### src/rtl/hte_pkg.sv
// ----------------------------------------------------------------------------
// hte_pkg
// Shared types, constants and helpers of the heightmap thermal erosion block.
// ----------------------------------------------------------------------------
package hte_pkg;

    localparam int MAP_DIM   = 256;
    localparam int COORD_W   = $clog2(MAP_DIM);
    localparam int ADDR_W    = 2 * COORD_W;
    localparam int HEIGHT_W  = 16;
    localparam int PADDR_W   = 5;

    localparam logic [2:0] REG_MAP_WIDTH  = 3'd0;
    localparam logic [2:0] REG_MAP_DEPTH  = 3'd1;
    localparam logic [2:0] REG_RADIUS_Q4  = 3'd2;
    localparam logic [2:0] REG_TALUS      = 3'd3;
    localparam logic [2:0] REG_ITERATIONS = 3'd4;

    typedef enum logic [1:0] {
        CMD_WRITE = 2'd0,
        CMD_READ  = 2'd1,
        CMD_ERODE = 2'd2,
        CMD_NONE  = 2'd3
    } cmd_t;

    typedef enum logic [3:0] {
        ST_IDLE,
        ST_DISPATCH,
        ST_RDWAIT,
        ST_CELL,
        ST_HGET,
        ST_NRD,
        ST_NEVAL,
        ST_NWR,
        ST_DONE
    } state_t;

    typedef enum logic [2:0] {
        MEM_IDLE,
        MEM_WR_CELL,
        MEM_RD_CELL,
        MEM_RD_CENTER,
        MEM_RD_NB,
        MEM_WR_CENTER,
        MEM_WR_NB
    } mem_op_t;

    typedef struct packed {
        logic [8:0] map_width;
        logic [8:0] map_depth;
        logic [9:0] radius_q4;
        logic [9:0] talus;
        logic [6:0] iterations;
    } cfg_t;

    typedef struct packed {
        mem_op_t mem_op;
        logic    latch_in;
        logic    erode_init;
        logic    load_read;
        logic    h_load;
        logic    k_clr;
        logic    k_inc;
        logic    cell_adv;
        logic    set_changed;
    } dp_ctrl_t;

    typedef struct packed {
        cmd_t cmd;
        logic cell_ok;
        logic move;
        logic k_last;
        logic all_last;
    } dp_stat_t;

    // neighbour offsets in row order, skipping the centre
    function automatic logic [COORD_W-1:0] nb_dx(input logic [2:0] k);
        logic [COORD_W-1:0] v;
        unique case (k)
            3'd0, 3'd3, 3'd5: v = '1;
            3'd1, 3'd6:       v = '0;
            default:          v = COORD_W'(1);
        endcase
        return v;
    endfunction

    function automatic logic [COORD_W-1:0] nb_dz(input logic [2:0] k);
        logic [COORD_W-1:0] v;
        unique case (k)
            3'd0, 3'd1, 3'd2: v = '1;
            3'd3, 3'd4:       v = '0;
            default:          v = COORD_W'(1);
        endcase
        return v;
    endfunction

endpackage

### src/rtl/hte_ctrl.sv
// ----------------------------------------------------------------------------
// hte_ctrl
// Command sequencer: dispatches transactions and walks the erosion scan.
// ----------------------------------------------------------------------------
module hte_ctrl (
    input  logic                clk,
    input  logic                rst_n,
    input  logic                start,
    output logic                busy,
    output logic                done,
    input  hte_pkg::dp_stat_t   stat,
    output hte_pkg::dp_ctrl_t   ctrl
);

    hte_pkg::state_t state_reg;
    hte_pkg::state_t state_next;

    always_ff @(posedge clk or negedge rst_n)
    begin
        if (!rst_n)
            state_reg <= hte_pkg::ST_IDLE;
        else
            state_reg <= state_next;
    end

    assign busy = (state_reg != hte_pkg::ST_IDLE);
    assign done = (state_reg == hte_pkg::ST_DONE);

    always_comb
    begin
        state_next = state_reg;
        ctrl       = '0;
        ctrl.mem_op = hte_pkg::MEM_IDLE;
        unique case (state_reg)
            hte_pkg::ST_IDLE:
            begin
                if (start)
                begin
                    ctrl.latch_in = 1'b1;
                    state_next    = hte_pkg::ST_DISPATCH;
                end
            end
            hte_pkg::ST_DISPATCH:
            begin
                unique case (stat.cmd)
                    hte_pkg::CMD_WRITE:
                    begin
                        ctrl.mem_op = hte_pkg::MEM_WR_CELL;
                        state_next  = hte_pkg::ST_DONE;
                    end
                    hte_pkg::CMD_READ:
                    begin
                        ctrl.mem_op = hte_pkg::MEM_RD_CELL;
                        state_next  = hte_pkg::ST_RDWAIT;
                    end
                    hte_pkg::CMD_ERODE:
                    begin
                        ctrl.erode_init = 1'b1;
                        state_next      = hte_pkg::ST_CELL;
                    end
                    default:
                        state_next = hte_pkg::ST_DONE;
                endcase
            end
            hte_pkg::ST_RDWAIT:
            begin
                ctrl.load_read = 1'b1;
                state_next     = hte_pkg::ST_DONE;
            end
            hte_pkg::ST_CELL:
            begin
                if (stat.cell_ok)
                begin
                    ctrl.mem_op = hte_pkg::MEM_RD_CENTER;
                    ctrl.k_clr  = 1'b1;
                    state_next  = hte_pkg::ST_HGET;
                end
                else if (stat.all_last)
                    state_next = hte_pkg::ST_DONE;
                else
                    ctrl.cell_adv = 1'b1;
            end
            hte_pkg::ST_HGET:
            begin
                ctrl.h_load = 1'b1;
                state_next  = hte_pkg::ST_NRD;
            end
            hte_pkg::ST_NRD:
            begin
                ctrl.mem_op = hte_pkg::MEM_RD_NB;
                state_next  = hte_pkg::ST_NEVAL;
            end
            hte_pkg::ST_NEVAL, hte_pkg::ST_NWR:
            begin
                if (state_reg == hte_pkg::ST_NEVAL && stat.move)
                begin
                    ctrl.mem_op      = hte_pkg::MEM_WR_CENTER;
                    ctrl.set_changed = 1'b1;
                    state_next       = hte_pkg::ST_NWR;
                end
                else
                begin
                    if (state_reg == hte_pkg::ST_NWR)
                        ctrl.mem_op = hte_pkg::MEM_WR_NB;
                    if (!stat.k_last)
                    begin
                        ctrl.k_inc = 1'b1;
                        state_next = hte_pkg::ST_NRD;
                    end
                    else if (stat.all_last)
                        state_next = hte_pkg::ST_DONE;
                    else
                    begin
                        ctrl.cell_adv = 1'b1;
                        state_next    = hte_pkg::ST_CELL;
                    end
                end
            end
            hte_pkg::ST_DONE:
                state_next = hte_pkg::ST_IDLE;
            default:
                state_next = hte_pkg::ST_IDLE;
        endcase
    end

endmodule

### config.mk
export PLATFORM = sky130hd
export DESIGN_NAME = hte_ctrl
export DESIGN_NICKNAME = d
export VERILOG_FILES = /design/src/rtl/hte_pkg.sv /design/src/rtl/hte_ctrl.sv
export SDC_FILE = /design/constraint.sdc
export NUM_CORES = 1
export LEC_CHECK = 0
export BUFFER_PORTS_ARGS = -buffer_cell sky130_fd_sc_hd__buf_2
export CAP_MARGIN = 5
export CORE_AREA = 10 10 47 49
export DETAILED_ROUTE_END_ITERATION = 7
export DIE_AREA = 0 0 57 59
export PLACE_DENSITY_LB_ADDON = 0.05
export SYNTH_ARGS = -nofsm -noshare
export SYNTH_HDL_FRONTEND = slang
export SYNTH_SLANG_ARGS = --single-unit
### constraint.sdc
create_clock -name clk -period 1.4 [get_ports clk]
set_clock_uncertainty 0.05 [all_clocks]
set_input_delay 0.07 -clock clk [delete_from_list [all_inputs] [get_ports clk]]
set_output_delay 0.07 -clock clk [all_outputs]
set_load 0.02 [all_outputs]
### After elaboration in Yosys (flattened, before gate mapping)

Index checks and enable logic that the tools add are counted.

* bits in registers: 4
* logic and storage cells: 49
* input port bits: 9
* output and inout bits: 13

* reduce and logical (&&, ||, !) cells: 6
* eq/ne operators: 12
* mux-type cells: 30

Operators by type and width (number)
* 4-bit case mux with 7 select lines: 1
* 4-bit two-way mux: 6
* 4-bit by 3-bit equality test with 1-bit output, second input constant: 4
* 1-bit two-way mux: 15
* 3-bit case mux with 4 select lines: 1
* 4-bit by 2-bit equality test with 1-bit output, second input constant: 2
* 4-bit case mux with 2 select lines: 1
* 3-bit two-way mux: 2
* 4-bit by 1-bit equality test with 1-bit output, second input constant: 1
* 4-bit equality test, second input constant: 1
* 4-bit logical NOT: 1
* 2-bit two-way mux: 2
* 2-bit case mux with 2 select lines: 1
* 4-bit nonzero test: 1
* 3-bit inequality test, second input constant: 1
* 2-bit by 1-bit equality test with 1-bit output, second input constant: 1
* 2-bit equality test, second input constant: 1
* 2-bit logical NOT: 1
* 2-bit inequality test, second input constant: 1
* 1-bit case mux with 2 select lines: 1
* 2-bit AND reduction: 1
* 2-bit OR reduction: 1
* 1-bit logical AND: 1

### Longest topological paths before layout

* depth in word-level cells: 4
* gate-level depth with buffers: 6
* mapped depth without buffers: 6

### Worst setup path after synthesis

Ideal clock, no wire load.

* path type: reg-to-output
* from: register state_reg[1]
* to: output done
* buffers on the path: 2
* stages on the path, launching flop included: 4
* required time: 1.280 ns
* slack: -0.161 ns
* data arrival time: 1.441 ns
* path through: dfrtp_1 buf_4 buf_2 nor4b_1

* longest elaborated chain between the ends: 1

RTL lines
* start: declaration: line hte_ctrl.sv:15 `hte_pkg::state_t state_reg;`
* start signal: assignment: line hte_ctrl.sv:21 `state_reg <= hte_pkg::ST_IDLE;`
* start signal: assignment: line hte_ctrl.sv:23 `state_reg <= state_next;`
* 4-bit equality test: line hte_ctrl.sv:27 `assign done = (state_reg == hte_pkg::ST_DONE);`
* end: declaration: line hte_ctrl.sv:10 `output logic done,`

Every way passes these cells.

==> summary.md <==
| Metric | Value |
|---|---|
| Area Growth Syn to Fin | 71.22% |
| Drt first-iter violations | 20 |
| Cell area after placement | 666.9 sq um |
| Clock Path Buffers | 2 |
| NetSw | 0.7567 mW |
| Max frequency | 0.6686 GHz |
| Skew-Pair Late Insertion Delay | 0.24 ns |
| Flops & latches, synth | 4 |
| Net Sw Frac | 0.4635 |
| RR Endpoint | state_reg[0]$_DFFE_PN0P_ |
| Die area | 0.003363 sq mm |
| Antenna cells | 0 |
| Power share of the combinational group | 0.751 |
| Hold Path Sink | state_reg[1]$_DFFE_PN0P_ |
| Worst setup SP type | flip-flop |
| Max Cap Violations | 0 |
| Min-delay src | stat[0] |
| FP Rows | 14 |
| Largest net degree at the start of global routing | 11 |
| Post-synthesis sequential area ratio | 0.1985 |
| Outcome | complete, but fails checks |
| CTS tree | done |
| IO Port Bufs | 21 |
| Max reg flops | 4 |
| Syn. warnings | 0 |
| Final worst path period share | 1.068 |
| Worst reg2reg path startpoint | state_reg[2]$_DFFE_PN0P_ |
| # DRC | 0 |
| Root buf cell | clkbuf_4 |
| CP Max Fanout | 6 |
| Final Setup Violations | 8 |
| Commonest cells after routing, fill and taps aside | buf_4, buf_2, nor2_1 |
| DR pass1 iterations | 4 |
| RSZ-0062 raised after global routing | true |
| Clock Power Share | 0.089 |
| Largest cells by area after synthesis | dfrtp_1, ha_1, nor2_1 |
| CORE AREA | 0.001401 sq mm |
| Post-Syn Nets | 80 |
| Die Ht | 59 microns |
| Final core occ | 0.6161 |
| Avg Inst Size Synth | 7.415 sq um |
| Hold path cells | 2 |
| Final Slew Violations | 0 |
| Netlist cell types | 32 |
| Crit-path cells | and3b_2, o31ai_2, buf_4 |
| Leakage | 0.4248 nW |
| Slew Limit Headroom | 0.8543 |
| EDFF count, synth | 0 |
| Max VDD drop | 1005 uV |
| Layout cells sized above 1 | 0.5865 |
| Wire per inst | 15.24 microns |
| Design area | 863.3 sq um |
| Initial core utilization | 0.3598 |
| Seq pwr share | 0.160 |
| Nets@finish | 118 |
| Worst-margin pin slew | 0.2168 ns |
| Number of global-route vias before repair | 644 |
| Total number of vias | 634 |
| Area of the multi-input gates | 432.9 sq um |
| DRT antenna net count | 0 |
| CTS Buf Count | 3 |
| Cell accounting for the most synthesized area | dfrtp_1 |
| CP max stage cell | dfrtp_2 |
| Fraction of registers with async set or reset after synthesis | 1.000 |
| First-pass GRT wire length | 2.856 mm |
| Critical path arrival | 1.38 ns |
| Prevailing post-synth register cell | dfrtp_1 |
| Top-area cell type share of the netlist area | 0.1985 |
| Register Area | 105.1 sq um |
| Antenna violations before repair | 0 |
| I/O Pins | 22 |
| FILL cells | 119 |
| Final WL | 1.829 mm |
| Htree depth | 1 |
| Hold Path Class | in2reg |
| Die width | 57 microns |
| Internal power | 0.8760 mW |
| Reg clk slew, reported paths | 0.04 ns |
| Syn Std Cell Area | 504.2 sq um |
| Worst Reg2Reg Path Length in Cells | 5 |
| Mapped Cells | 68 |
| Clock Sinks | 4 |
| Tmin final | 1.496 ns |
| Min setup slack post-route | -0.09574 ns |
| Setup crit end kind | output port |
| Min Hold Slack | 0.09693 ns |
| Final Hold Viols | 0 |
| Hpwl dp | 1.229 mm |
| Overall Global Routing Usage | 0.1020 |
| Crit Path Class | reg2out |
| Cell family with most CP delay | flip-flops |
| Final Wtd Congestion | 0.7785 |
| Vias per cell | 5.283 |
| Violated checks | setup timing |
| Cell Pwr Density | 1891 mW/mm^2 |
| WP buf/inv | 1 |
| Most common cell after layout, fill and taps aside | buf_4 |
| WP data required | 1.28 ns |
| Flop-to-flop setup slack | 0.02 ns |
| Aggregate global routing overflow | 0 |
| Critical Path Max Stage Delay | 0.45 ns |
-- Yosys cell counts (2+ instances only) --
| cell | n |
|---|---|
| nor2_1 | 9 |
| nand2_1 | 6 |
| a21oi_1 | 5 |
| nand2b_1 | 5 |
| dfrtp_1 | 4 |
| ha_1 | 3 |
| inv_1 | 3 |
| nor2b_1 | 3 |
| and3_1 | 2 |
| buf_2 | 2 |
| buf_4 | 2 |
| nor3_1 | 2 |
| nor4b_1 | 2 |
| or2_1 | 2 |
-- worst max-delay path by stage --
stage                             startpoint                        to  slack [ns]  cells after the start
floorplan           state_reg[2]$_DFFE_PN0P_                   ctrl[9]        0.01                      3
global placement    state_reg[0]$_DFFE_PN0P_  state_reg[0]$_DFFE_PN0P_        0.03                      4
detailed placement  state_reg[0]$_DFFE_PN0P_  state_reg[0]$_DFFE_PN0P_        0.05                      4
CTS                 state_reg[0]$_DFFE_PN0P_                   ctrl[8]        -0.1                      5
global route        state_reg[0]$_DFFE_PN0P_                   ctrl[8]       -0.15                      5
finish              state_reg[1]$_DFFE_PN0P_                   ctrl[1]        -0.1                      3
-- routing by layer --
layer	wire, microns	part of all wire	GRT usage	vias up
met3	158	0.086	0.04506	4
met5	0	0	0	-
met4	25	0.014	0.02685	0
met2	827	0.45	0.1566	36
met1	817	0.45	0.1261	283
li1	-	-	-	311
-- power groups by stage --
stage	sequential (mW)	combinational (mW)	clock [mW]
floorplan	0.195	0.675	0
global placement	0.284	0.879	0
detailed placement	0.284	0.871	0
CTS	0.261	1.08	0.148
global route	0.269	1.33	0.156
finish	0.261	1.23	0.145
-- layout make-up --
| cell class | instances | area share |
|---|---|---|
| clock buffers | 3 | 0.02609 |
| repair buffers | 38 | 0.3145 |
| multi-input cells | 56 | 0.5014 |
| flip-flops and latches | 4 | 0.1217 |
| inverters | 3 | 0.01304 |
| well taps | 16 | 0.02319 |
-- timing repair --
item / in CTS / in global routing
buffers inserted: 8 / 1
pin swaps: 1 / 0
hold buffers: 1 / 0
resized for setup: 17 / 19
endpoints found under the setup margin: 13 / 14
hold endpoints to repair: 4 / 0
-- through the flow --
stage	power (mW)	worst slack, ns	cells	TNS (ns)
6_report	1.633	-0.09574	120	-0.4654
5_1_grt	1.752	-0.1489	120	-0.9080
4_1_cts	1.486	-0.09759	119	-0.3858
3_5_place_dp	1.155	0.04717	107	0
3_3_place_gp	1.163	0.02506	107	0
2_1_floorplan	0.8704	0.01427	68	0
-- kinds of logic after synthesis --
kind of cell / after synthesis / share of synthesized area
compound gates: 14 / 0.1911
fa+ha+maj: 3 / 0.07445
buf+inv: 8 / 0.08684
flops: 4 / 0.1985
simple gates: 39 / 0.4492
Note: power is estimated with default switching activity, not from simulation.
