$ cat config.mk
export PLATFORM = sky130hd
export DESIGN_NAME = hte_cfg
export DESIGN_NICKNAME = d
export VERILOG_FILES = /design/src/rtl/hte_pkg.sv /design/src/rtl/hte_cfg.sv
export SDC_FILE = /design/constraint.sdc
export NUM_CORES = 1
export LEC_CHECK = 0
export BUFFER_PORTS_ARGS = -buffer_cell sky130_fd_sc_hd__buf_2
export CAP_MARGIN = 25
export CELL_PAD_IN_SITES_DETAIL_PLACEMENT = 1
export CELL_PAD_IN_SITES_GLOBAL_PLACEMENT = 2
export CORE_MARGIN = 1
export CORE_UTILIZATION = 25
export CTS_CLUSTER_SIZE = 14
export DETAILED_ROUTE_END_ITERATION = 7
export GPL_TIMING_DRIVEN = 0
export MAX_ROUTING_LAYER = met4
export PLACE_DENSITY = 0.8
export SYNTH_ARGS = -nofsm -noshare
export SYNTH_HDL_FRONTEND = slang
export SYNTH_SLANG_ARGS = --single-unit
$ cat constraint.sdc
create_clock -name clk -period 1.05 [get_ports clk]
set_input_delay 0.105 -clock clk [delete_from_list [all_inputs] [get_ports clk]]
set_output_delay 0.105 -clock clk [all_outputs]
set_load 0.01 [all_outputs]
$ cat src/rtl/hte_pkg.sv
// ----------------------------------------------------------------------------
// hte_pkg
// Shared types, constants and helpers of the heightmap thermal erosion block.
// ----------------------------------------------------------------------------
package hte_pkg;

    localparam int MAP_DIM   = 256;
    localparam int COORD_W   = $clog2(MAP_DIM);
    localparam int ADDR_W    = 2 * COORD_W;
    localparam int HEIGHT_W  = 16;
    localparam int PADDR_W   = 5;

    localparam logic [2:0] REG_MAP_WIDTH  = 3'd0;
    localparam logic [2:0] REG_MAP_DEPTH  = 3'd1;
    localparam logic [2:0] REG_RADIUS_Q4  = 3'd2;
    localparam logic [2:0] REG_TALUS      = 3'd3;
    localparam logic [2:0] REG_ITERATIONS = 3'd4;

    typedef enum logic [1:0] {
        CMD_WRITE = 2'd0,
        CMD_READ  = 2'd1,
        CMD_ERODE = 2'd2,
        CMD_NONE  = 2'd3
    } cmd_t;

    typedef enum logic [3:0] {
        ST_IDLE,
        ST_DISPATCH,
        ST_RDWAIT,
        ST_CELL,
        ST_HGET,
        ST_NRD,
        ST_NEVAL,
        ST_NWR,
        ST_DONE
    } state_t;

    typedef enum logic [2:0] {
        MEM_IDLE,
        MEM_WR_CELL,
        MEM_RD_CELL,
        MEM_RD_CENTER,
        MEM_RD_NB,
        MEM_WR_CENTER,
        MEM_WR_NB
    } mem_op_t;

    typedef struct packed {
        logic [8:0] map_width;
        logic [8:0] map_depth;
        logic [9:0] radius_q4;
        logic [9:0] talus;
        logic [6:0] iterations;
    } cfg_t;

    typedef struct packed {
        mem_op_t mem_op;
        logic    latch_in;
        logic    erode_init;
        logic    load_read;
        logic    h_load;
        logic    k_clr;
        logic    k_inc;
        logic    cell_adv;
        logic    set_changed;
    } dp_ctrl_t;

    typedef struct packed {
        cmd_t cmd;
        logic cell_ok;
        logic move;
        logic k_last;
        logic all_last;
    } dp_stat_t;

    // neighbour offsets in row order, skipping the centre
    function automatic logic [COORD_W-1:0] nb_dx(input logic [2:0] k);
        logic [COORD_W-1:0] v;
        unique case (k)
            3'd0, 3'd3, 3'd5: v = '1;
            3'd1, 3'd6:       v = '0;
            default:          v = COORD_W'(1);
        endcase
        return v;
    endfunction

    function automatic logic [COORD_W-1:0] nb_dz(input logic [2:0] k);
        logic [COORD_W-1:0] v;
        unique case (k)
            3'd0, 3'd1, 3'd2: v = '1;
            3'd3, 3'd4:       v = '0;
            default:          v = COORD_W'(1);
        endcase
        return v;
    endfunction

endpackage

$ cat src/rtl/hte_cfg.sv
// ----------------------------------------------------------------------------
// hte_cfg
// Configuration register file behind the APB-style port.
// ----------------------------------------------------------------------------
module hte_cfg (
    input  logic                          clk,
    input  logic                          rst_n,
    input  logic                          psel,
    input  logic                          penable,
    input  logic                          pwrite,
    input  logic [hte_pkg::PADDR_W-1:0]   paddr,
    input  logic [31:0]                   pwdata,
    output logic [31:0]                   prdata,
    output logic                          pready,
    output hte_pkg::cfg_t                 cfg
);

    hte_pkg::cfg_t cfg_reg;
    hte_pkg::cfg_t cfg_next;
    logic [2:0]    idx;

    assign idx    = paddr[4:2];
    assign pready = 1'b1;
    assign cfg    = cfg_reg;

    always_comb
    begin
        cfg_next = cfg_reg;
        if (psel && penable && pwrite)
        begin
            unique case (idx)
                hte_pkg::REG_MAP_WIDTH:  cfg_next.map_width  = pwdata[8:0];
                hte_pkg::REG_MAP_DEPTH:  cfg_next.map_depth  = pwdata[8:0];
                hte_pkg::REG_RADIUS_Q4:  cfg_next.radius_q4  = pwdata[9:0];
                hte_pkg::REG_TALUS:      cfg_next.talus      = pwdata[9:0];
                hte_pkg::REG_ITERATIONS: cfg_next.iterations = pwdata[6:0];
                default:                 cfg_next = cfg_reg;
            endcase
        end
    end

    always_comb
    begin
        unique case (idx)
            hte_pkg::REG_MAP_WIDTH:  prdata = {23'd0, cfg_reg.map_width};
            hte_pkg::REG_MAP_DEPTH:  prdata = {23'd0, cfg_reg.map_depth};
            hte_pkg::REG_RADIUS_Q4:  prdata = {22'd0, cfg_reg.radius_q4};
            hte_pkg::REG_TALUS:      prdata = {22'd0, cfg_reg.talus};
            hte_pkg::REG_ITERATIONS: prdata = {25'd0, cfg_reg.iterations};
            default:                 prdata = 32'd0;
        endcase
    end

    always_ff @(posedge clk or negedge rst_n)
    begin
        if (!rst_n)
        begin
            cfg_reg.map_width  <= 9'd256;
            cfg_reg.map_depth  <= 9'd256;
            cfg_reg.radius_q4  <= 10'd64;
            cfg_reg.talus      <= 10'd400;
            cfg_reg.iterations <= 7'd1;
        end
        else
        begin
            cfg_reg <= cfg_next;
        end
    end

endmodule

After elaboration in Yosys (flattened, before gate mapping)
Cells that the tools add are included.
{"block": "op_classes", "reduce_logical": 8, "eq_ne": 4, "n_mux": 1}
{"op": "$pmux 10 s5", "n": 1}
{"op": "$reduce_and 2->1", "n": 5}
{"op": "$eq 3x2->1 const B", "n": 2}
{"op": "$eq 3x1->1 const B", "n": 1}
{"op": "$eq 3x3->1 const B", "n": 1}
{"op": "$logic_not 3->1", "n": 1}
{"op": "$logic_and 1x1->1", "n": 2}
{"block": "totals", "wordCells": 18, "out_inout_bits": 78, "register_bits": 45}

Depth between registers and ports, before layout
Gate-level depths: netlist of the first run.
{"block": "depth", "ltp_word": 3, "mapped_depth": 5, "depth_no_buf": 3}

Worst setup path after synthesis of the first run
OpenSTA, ideal clock, no wires.
{"block": "synth_path", "kind": "input port to flip-flop", "startpoint": "input port paddr[4] (netlist bit)", "endpoint": "register cfg_reg (netlist bit cfg[27])", "slack_ps": -108, "arrival_time_ps": 1033, "path_stages": 4, "path_cell_list": "nand4b_4 -> nor3b_1 -> buf_2 -> mux2_2"}
{"block": "synth_via", "elab_chain_cells": 2}
{"item": "start: declaration", "line": "hte_cfg.sv:11", "rtl": "input logic [hte_pkg::PADDR_W-1:0] paddr,"}
{"item": "$eq 3x1->1", "line": "hte_cfg.sv:31", "rtl": "unique case (idx)"}
{"item": "$reduce_and 2->1 (no line)"}
{"item": "end signal: assignment", "line": "hte_cfg.sv:66", "rtl": "cfg_reg <= cfg_next;"}
{"item": "end: declaration", "line": "hte_cfg.sv:18", "rtl": "hte_pkg::cfg_t cfg_reg;"}
Every way passes these cells.
A chain may end at the register's enable or synchronous reset.

Worst setup path after layout of the first run
{"block": "layout_path", "startpoint": "register cfg_reg (netlist bit cfg[3])", "endpoint": "output port prdata[3]"}
{"block": "layout_via", "elab_chain_cells": 1}
{"item": "$pmux 10 s5", "line": "hte_cfg.sv:44", "rtl": "unique case (idx)"}
{"item": "end: declaration", "line": "hte_cfg.sv:13", "rtl": "output logic [31:0] prdata,"}
Every way passes these cells.

==> results of run 1 <==
-- worst reg2reg max path, delay by kind of cell (launching register included) --
family   cells  cell delay [ps]
flops        1              400
mux          1              260
buf+inv      2              240
-- power by group through the flow --
stage | Clock (mW) | Combinational, mW | Sequential [mW]
finish | 1.34 | 2.16 | 2.38
CTS | 1.39 | 1.96 | 2.35
global placement | 0 | 1.44 | 2.38
detailed placement | 0 | 1.47 | 2.40
global route | 1.46 | 2.32 | 2.43
floorplan | 0 | 0.697 | 2.52
-- cell usage after synthesis, drive strengths merged --
| master | instances |
|---|---|
| mux2 | 50 |
| dfrtp | 38 |
| buf | 29 |
| nor2 | 10 |
| mux2i | 9 |
| dfstp | 7 |
| a221o | 5 |
| conb | 2 |
| mux4 | 2 |
| nand2b | 2 |
| nand3b | 2 |
| nor2b | 2 |
| nor3 | 2 |
| nor3b | 2 |
| a21o | 1 |
| a21oi | 1 |
| nand2 | 1 |
| nand4 | 1 |
| nand4b | 1 |
| nor4b | 1 |
| o32ai | 1 |
| or3 | 1 |
-- stage by stage --
step           TNS [ps]  utilization (%)
6_report          -5713            41.46
5_1_grt           -8596            41.46
4_1_cts           -5249            38.93
3_5_place_dp     -23500            33.00
3_3_place_gp     -22280            33.00
2_1_floorplan     -2060                -
-- cells by family after synthesis --
family                 synth area share (%)
multiplexers                          30.26
AO/OA/AOI/OAI                         3.091
AND/OR/NAND/NOR                       7.863
flip-flops                            49.19
other                                0.3255
buffers and inverters                 9.273
-- cell type report --
type                       count  area share, %
timing repair buffer         105          24.35
clock inverter                 3          1.262
clock buffer                   5          1.876
multi-input combinational    117          31.55
tap                          108          3.684
sequential                    45          30.93
buffer                        29          6.344
-- per-layer routing --
| layer | GRT usage [%] | vias up | wire [µm] |
|---|---|---|---|
| li1 | - | 829 | - |
| met1 | 19.14 | 890 | 3212 |
| met2 | 24.97 | 60 | 3548 |
| met3 | 3.150 | 5 | 369 |
| met4 | 3.147 | 0 | 39 |
| met5 | - | - | 0 |
-- worst paths after layout --
check | cells past startpoint | endpoint | from | slack (ps)
worst min-delay path | 2 | cfg[16]$_DFFE_PN0P_ | pwdata[9] | 60
worst max-delay path | 3 | prdata[3] | cfg[3]$_DFFE_PN0P_ | -490
worst min register to register | 1 | cfg[10]$_DFFE_PN0P_ | cfg[10]$_DFFE_PN0P_ | 540
max in group asynchronous | 3 | cfg[44]$_DFFE_PN1P_ | rst_n | 340
min in group asynchronous | 2 | cfg[40]$_DFFE_PN0P_ | rst_n | 160
worst max register to register | 3 | cfg[25]$_DFFE_PN0P_ | cfg[25]$_DFFE_PN0P_ | 40
-- repair_timing --
action | 4_1_cts | 5_1_grt
gates cloned | 1 | 1
gates resized for setup | 38 | 36
hold endpoints to repair | 0 | 40
hold buffers | 0 | 1
setup endpoints to repair | 61 | 67
buffers inserted | 22 | 11
pin swaps | 5 | 3
==> results.yml, run 1 <==
status:
  status: "finished, violations left"
  violations: "design-rule violations, negative setup slack"
routing:
  wirelength_um: 7169
  vias: 1784
  drc_errors: 6
  routed_via_density: 4.330
  wl_per_cell_um: 17.40
  drt_iter0_markers: 32
  ant_nets: 0
  first_pass_iters: 6
cts:
  cts_tree: "built"
  cts_made_buffers: 5
  worst_skew_pair.late_latency_ps: 300
  path_clk_slew_ps: 100
  cts-root-buf: "clkbuf_8"
  cts.sinks: 45
  cts.path.max_buffers: 2
  cts-htree-levels: 2
synth:
  yosysTopAreaCell: "dfrtp_1"
  ys_warn_count: 0
  synth_top_area_share_pct: 41.21
  ys_top_cells_by_area: "dfrtp_1 (41%), mux2_2 (24%), buf_4 (8.1%)"
  synth-seq-cells: 45
  syn_avg_cell_area_um2: 13.57
  netlist_area_um2: 2307
  synthCells: 170
  synth_seq_area_share_pct: 49.19
  yosysUniqueCellTypes: 25
placed_design:
  finalWeightedCongestion: 0.7363
  placed_cell_area_um2: 2920
  post-place-cells: 371
  place_ws_ps: -574.8
  dp_hpwl_um: 4530
  port_buffers: 72
setup_path:
  endpoint_kind: "output pin"
  worstPathMaxFanout: 2
  cpPeakStageDelay_ps: 400
  path_class: "flop to output pin"
  worstPathRequired_ps: 940
  crit_slowest_cell: "dfrtp_1"
  cp_num_buf_inv: 1
  worstPathCellList: "mux2_2 -> a221o_1 -> buf_2"
  path_delay_family: "flip-flops"
  crit_arrival_ps: 1440
  start_kind: "flop"
grt:
  antenna_found_initial: 0
  overflow: 0
  gr-usage-all-layers_pct: 15.14
  first_global_vias: 1819
  grt_pass1_wl_um: 10510
  grt_max_degree: 46
floorplan:
  start_util_pct: 26.07
  ios: 120
  die_width_um: 98.07
  rows: 34
  die_area_um2: 9617
  coreArea_um2: 8848
  die_h_um: 98.07
finish:
  largest_register_ffs: 45
  fin_area_um2: 3669
  antenna_cells: 0
  drive_above_1_share_pct: 69.41
  seqCellArea_um2: 1135
  fin_nets: 345
  fillers: 947
  final_common_cell: "buf_6"
  instances_no_fill: 412
  layout_common_cells: "buf_6 (50), buf_2 (48), dfrtp_1 (38), mux2_2 (32), buf_4 (31)"
  multi_input_area_um2: 1157
  area_growth_syn_to_layout_pct: 59.00
pwr:
  combPwrFrac_pct: 36.8
  p_switching_mw: 1.724
  p_total_mw: 5.880
  leakage_nw: 1.845
  p_int_mw: 4.156
  ir_worst_vdd_mv: 0.7027
  seqPwrFrac_pct: 40.4
  power.density_nw_per_um2: 1603
  pwr-share-clk_pct: 22.8
  switching_share_pct: 29.32
sta:
  maxSlewViolCount: 0
  setup_ws_ps: -491.0
  hold_violations: 0
  period_minus_slack_ps: 1541
  holdWs_ps: 61.14
  worstMarginPinSlew_ps: 565.6
  skew_ps: 0
  slew_headroom_pct: 62.15
  rsz0062_at_grt: "yes"
  fmax_mhz: 648.9
  finalCritPeriodShare_pct: 146.8
  final-setup-viol-count: 50
flow_run:
  max-cap-violations: 0
min_path:
  hp-class: "input pin to flop"
No activity file was read; power rests on OpenSTA's default activity.
==> run 2: changes to the inputs <==
Settings changed: CORE_UTILIZATION 25 to 26, CTS_BUF_LIST set to sky130_fd_sc_hd__clkbuf_2, PLACE_DENSITY 0.8 to 0.83.
==> results.yml, run 2 (same netlist as run 1, synthesis figures left out) <==
cts:
  cts_tree: "built"
  cts-root-buf: "clkbuf_2"
  worst_skew_pair.late_latency_ps: 380
  cts.sinks: 45
  cts.path.max_buffers: 2
  cts_made_buffers: 5
  path_clk_slew_ps: 240
  cts-htree-levels: 2
sta:
  slew_headroom_pct: 52.09
  skew_ps: 0
  setup_ws_ps: -666.7
  setup-tns-final_ps: -9869
  finalCritPeriodShare_pct: 163.5
  worstMarginPinSlew_ps: 715.9
  final-setup-viol-count: 55
  fmax_mhz: 582.5
  maxSlewViolCount: 0
  hold_violations: 0
  period_minus_slack_ps: 1717
  rsz0062_at_grt: "yes"
grt:
  gr-usage-all-layers_pct: 15.62
  first_global_vias: 1855
  overflow: 0
  grt_pass1_wl_um: 10110
  antenna_found_initial: 0
  grt_max_degree: 46
pwr:
  p_total_mw: 5.293
  ir_worst_vdd_mv: 0.5081
  power.density_nw_per_um2: 1486
  leakage_nw: 1.792
routing:
  routed_via_density: 4.421
  drc_errors: 0
  wl_per_cell_um: 16.53
  drt_iter0_markers: 33
  wirelength_um: 6911
  ant_nets: 0
  first_pass_iters: 4
  vias: 1848
status:
  status: "finished, violations left"
  violations: "negative setup slack"
placed_design:
  finalWeightedCongestion: 0.7311
  port_buffers: 72
  dp_hpwl_um: 4519
  placed_cell_area_um2: 2920
finish:
  final_common_cell: "buf_6"
  antenna_cells: 0
  drive_above_1_share_pct: 66.13
  fin_nets: 351
  fin_area_um2: 3562
  largest_register_ffs: 45
  area_growth_syn_to_layout_pct: 54.39
  layout_common_cells: "buf_6 (52), mux2_2 (49), buf_2 (42), dfrtp_1 (38), buf_4 (34)"
  fillers: 962
min_path:
  hp-class: "input pin to async pin"
floorplan:
  ios: 120
  die_h_um: 96.20
  rows: 34
  die_area_um2: 9254
  die_width_um: 96.20
  coreArea_um2: 8636
  start_util_pct: 26.72
setup_path:
  worstPathRequired_ps: 940
  cpPeakStageDelay_ps: 480
  endpoint_kind: "output pin"
  path_class: "flop to output pin"
  crit_slowest_cell: "mux4_2"
  crit_arrival_ps: 1610
  rr_worst_depth: 3
  worstPathMaxFanout: 2
  worstPathCellList: "mux4_2 -> nor2b_4 -> buf_6"
  start_kind: "flop"
flow_run:
  max-cap-violations: 0
==> run 2: cell types whose count changed in the layout (fill, tap and decap cells not counted), sizes merged <==
cell         change
dlygate4sd3     +10
buf              -4
bufinv           -1
clkbuf           +1
clkinv           +1
clkinvlp         -1
==> run 2: layout make-up <==
| class | instances | area [µm²] | area share (%) |
|---|---|---|---|
| sequential | 45 | 1135 | 31.86 |
| clock inverter | 2 | 10.01 | 0.2810 |
| buffer | 29 | 219.0 | 6.147 |
| multi-input combinational | 117 | 1071 | 30.07 |
| tap | 108 | 135.1 | 3.793 |
| timing repair buffer | 111 | 962.2 | 27.01 |
| clock buffer | 6 | 30.03 | 0.8430 |
==> run 2: critical path: cells and delay by family (launching register included) <==
kind	cells	cell delay [ps]
buffers and inverters	1	120
DFF	1	460
muxes	1	480
and+or+nand+nor	1	140
==> run 2: metrics by stage <==
stage	hold slack [ps]	util (%)	worst slack, ps	cells
after floorplan	-190.6	-	-67.40	191
after global placement	332.8	33.82	-515.8	371
after detailed placement	349.3	33.82	-530.2	371
after CTS	-166.9	40.03	-685.5	410
after global routing	1.701	41.25	-780.0	418
final	49.68	41.25	-666.7	418
==> run 2: worst paths after layout <==
path,startpoint,end,slack (ps)
max,cfg[25]$_DFFE_PN0P_,prdata[8],-670
min,rst_n,cfg[34]$_DFFE_PN0P_,50
max reg2reg,cfg[25]$_DFFE_PN0P_,cfg[25]$_DFFE_PN0P_,30
min reg2reg,cfg[12]$_DFFE_PN0P_,cfg[12]$_DFFE_PN0P_,570
max in group asynchronous,rst_n,cfg[11]$_DFFE_PN1P_,430
min in group clk,penable,cfg[1]$_DFFE_PN0P_,300
==> run 2: routing by layer <==
layer / wire length, µm / global-route usage [%]
met5: 0 / -
met2: 3496 / 25.89
met1: 2892 / 18.49
met4: 112 / 4.726
met3: 410 / 4.186
==> run 2: report_power, final <==
| part | switching, mW | internal (mW) | total (mW) | leakage (nW) |
|---|---|---|---|---|
| clock | 0.547 | 0.168 | 0.714 | 0.0327 |
| combinational | 0.828 | 1.37 | 2.20 | 1.20 |
| sequential | 0.272 | 2.11 | 2.38 | 0.559 |
==> run 2: what timing repair did <==
| item | 4_1_cts | 5_1_grt |
|---|---|---|
| pin swaps | 2 | 1 |
| endpoints found under the hold margin | 83 | 42 |
| gates resized for setup | 45 | 9 |
| setup buffers | 21 | 10 |
| setup endpoints to repair | 63 | 55 |
| hold buffers | 10 | 1 |
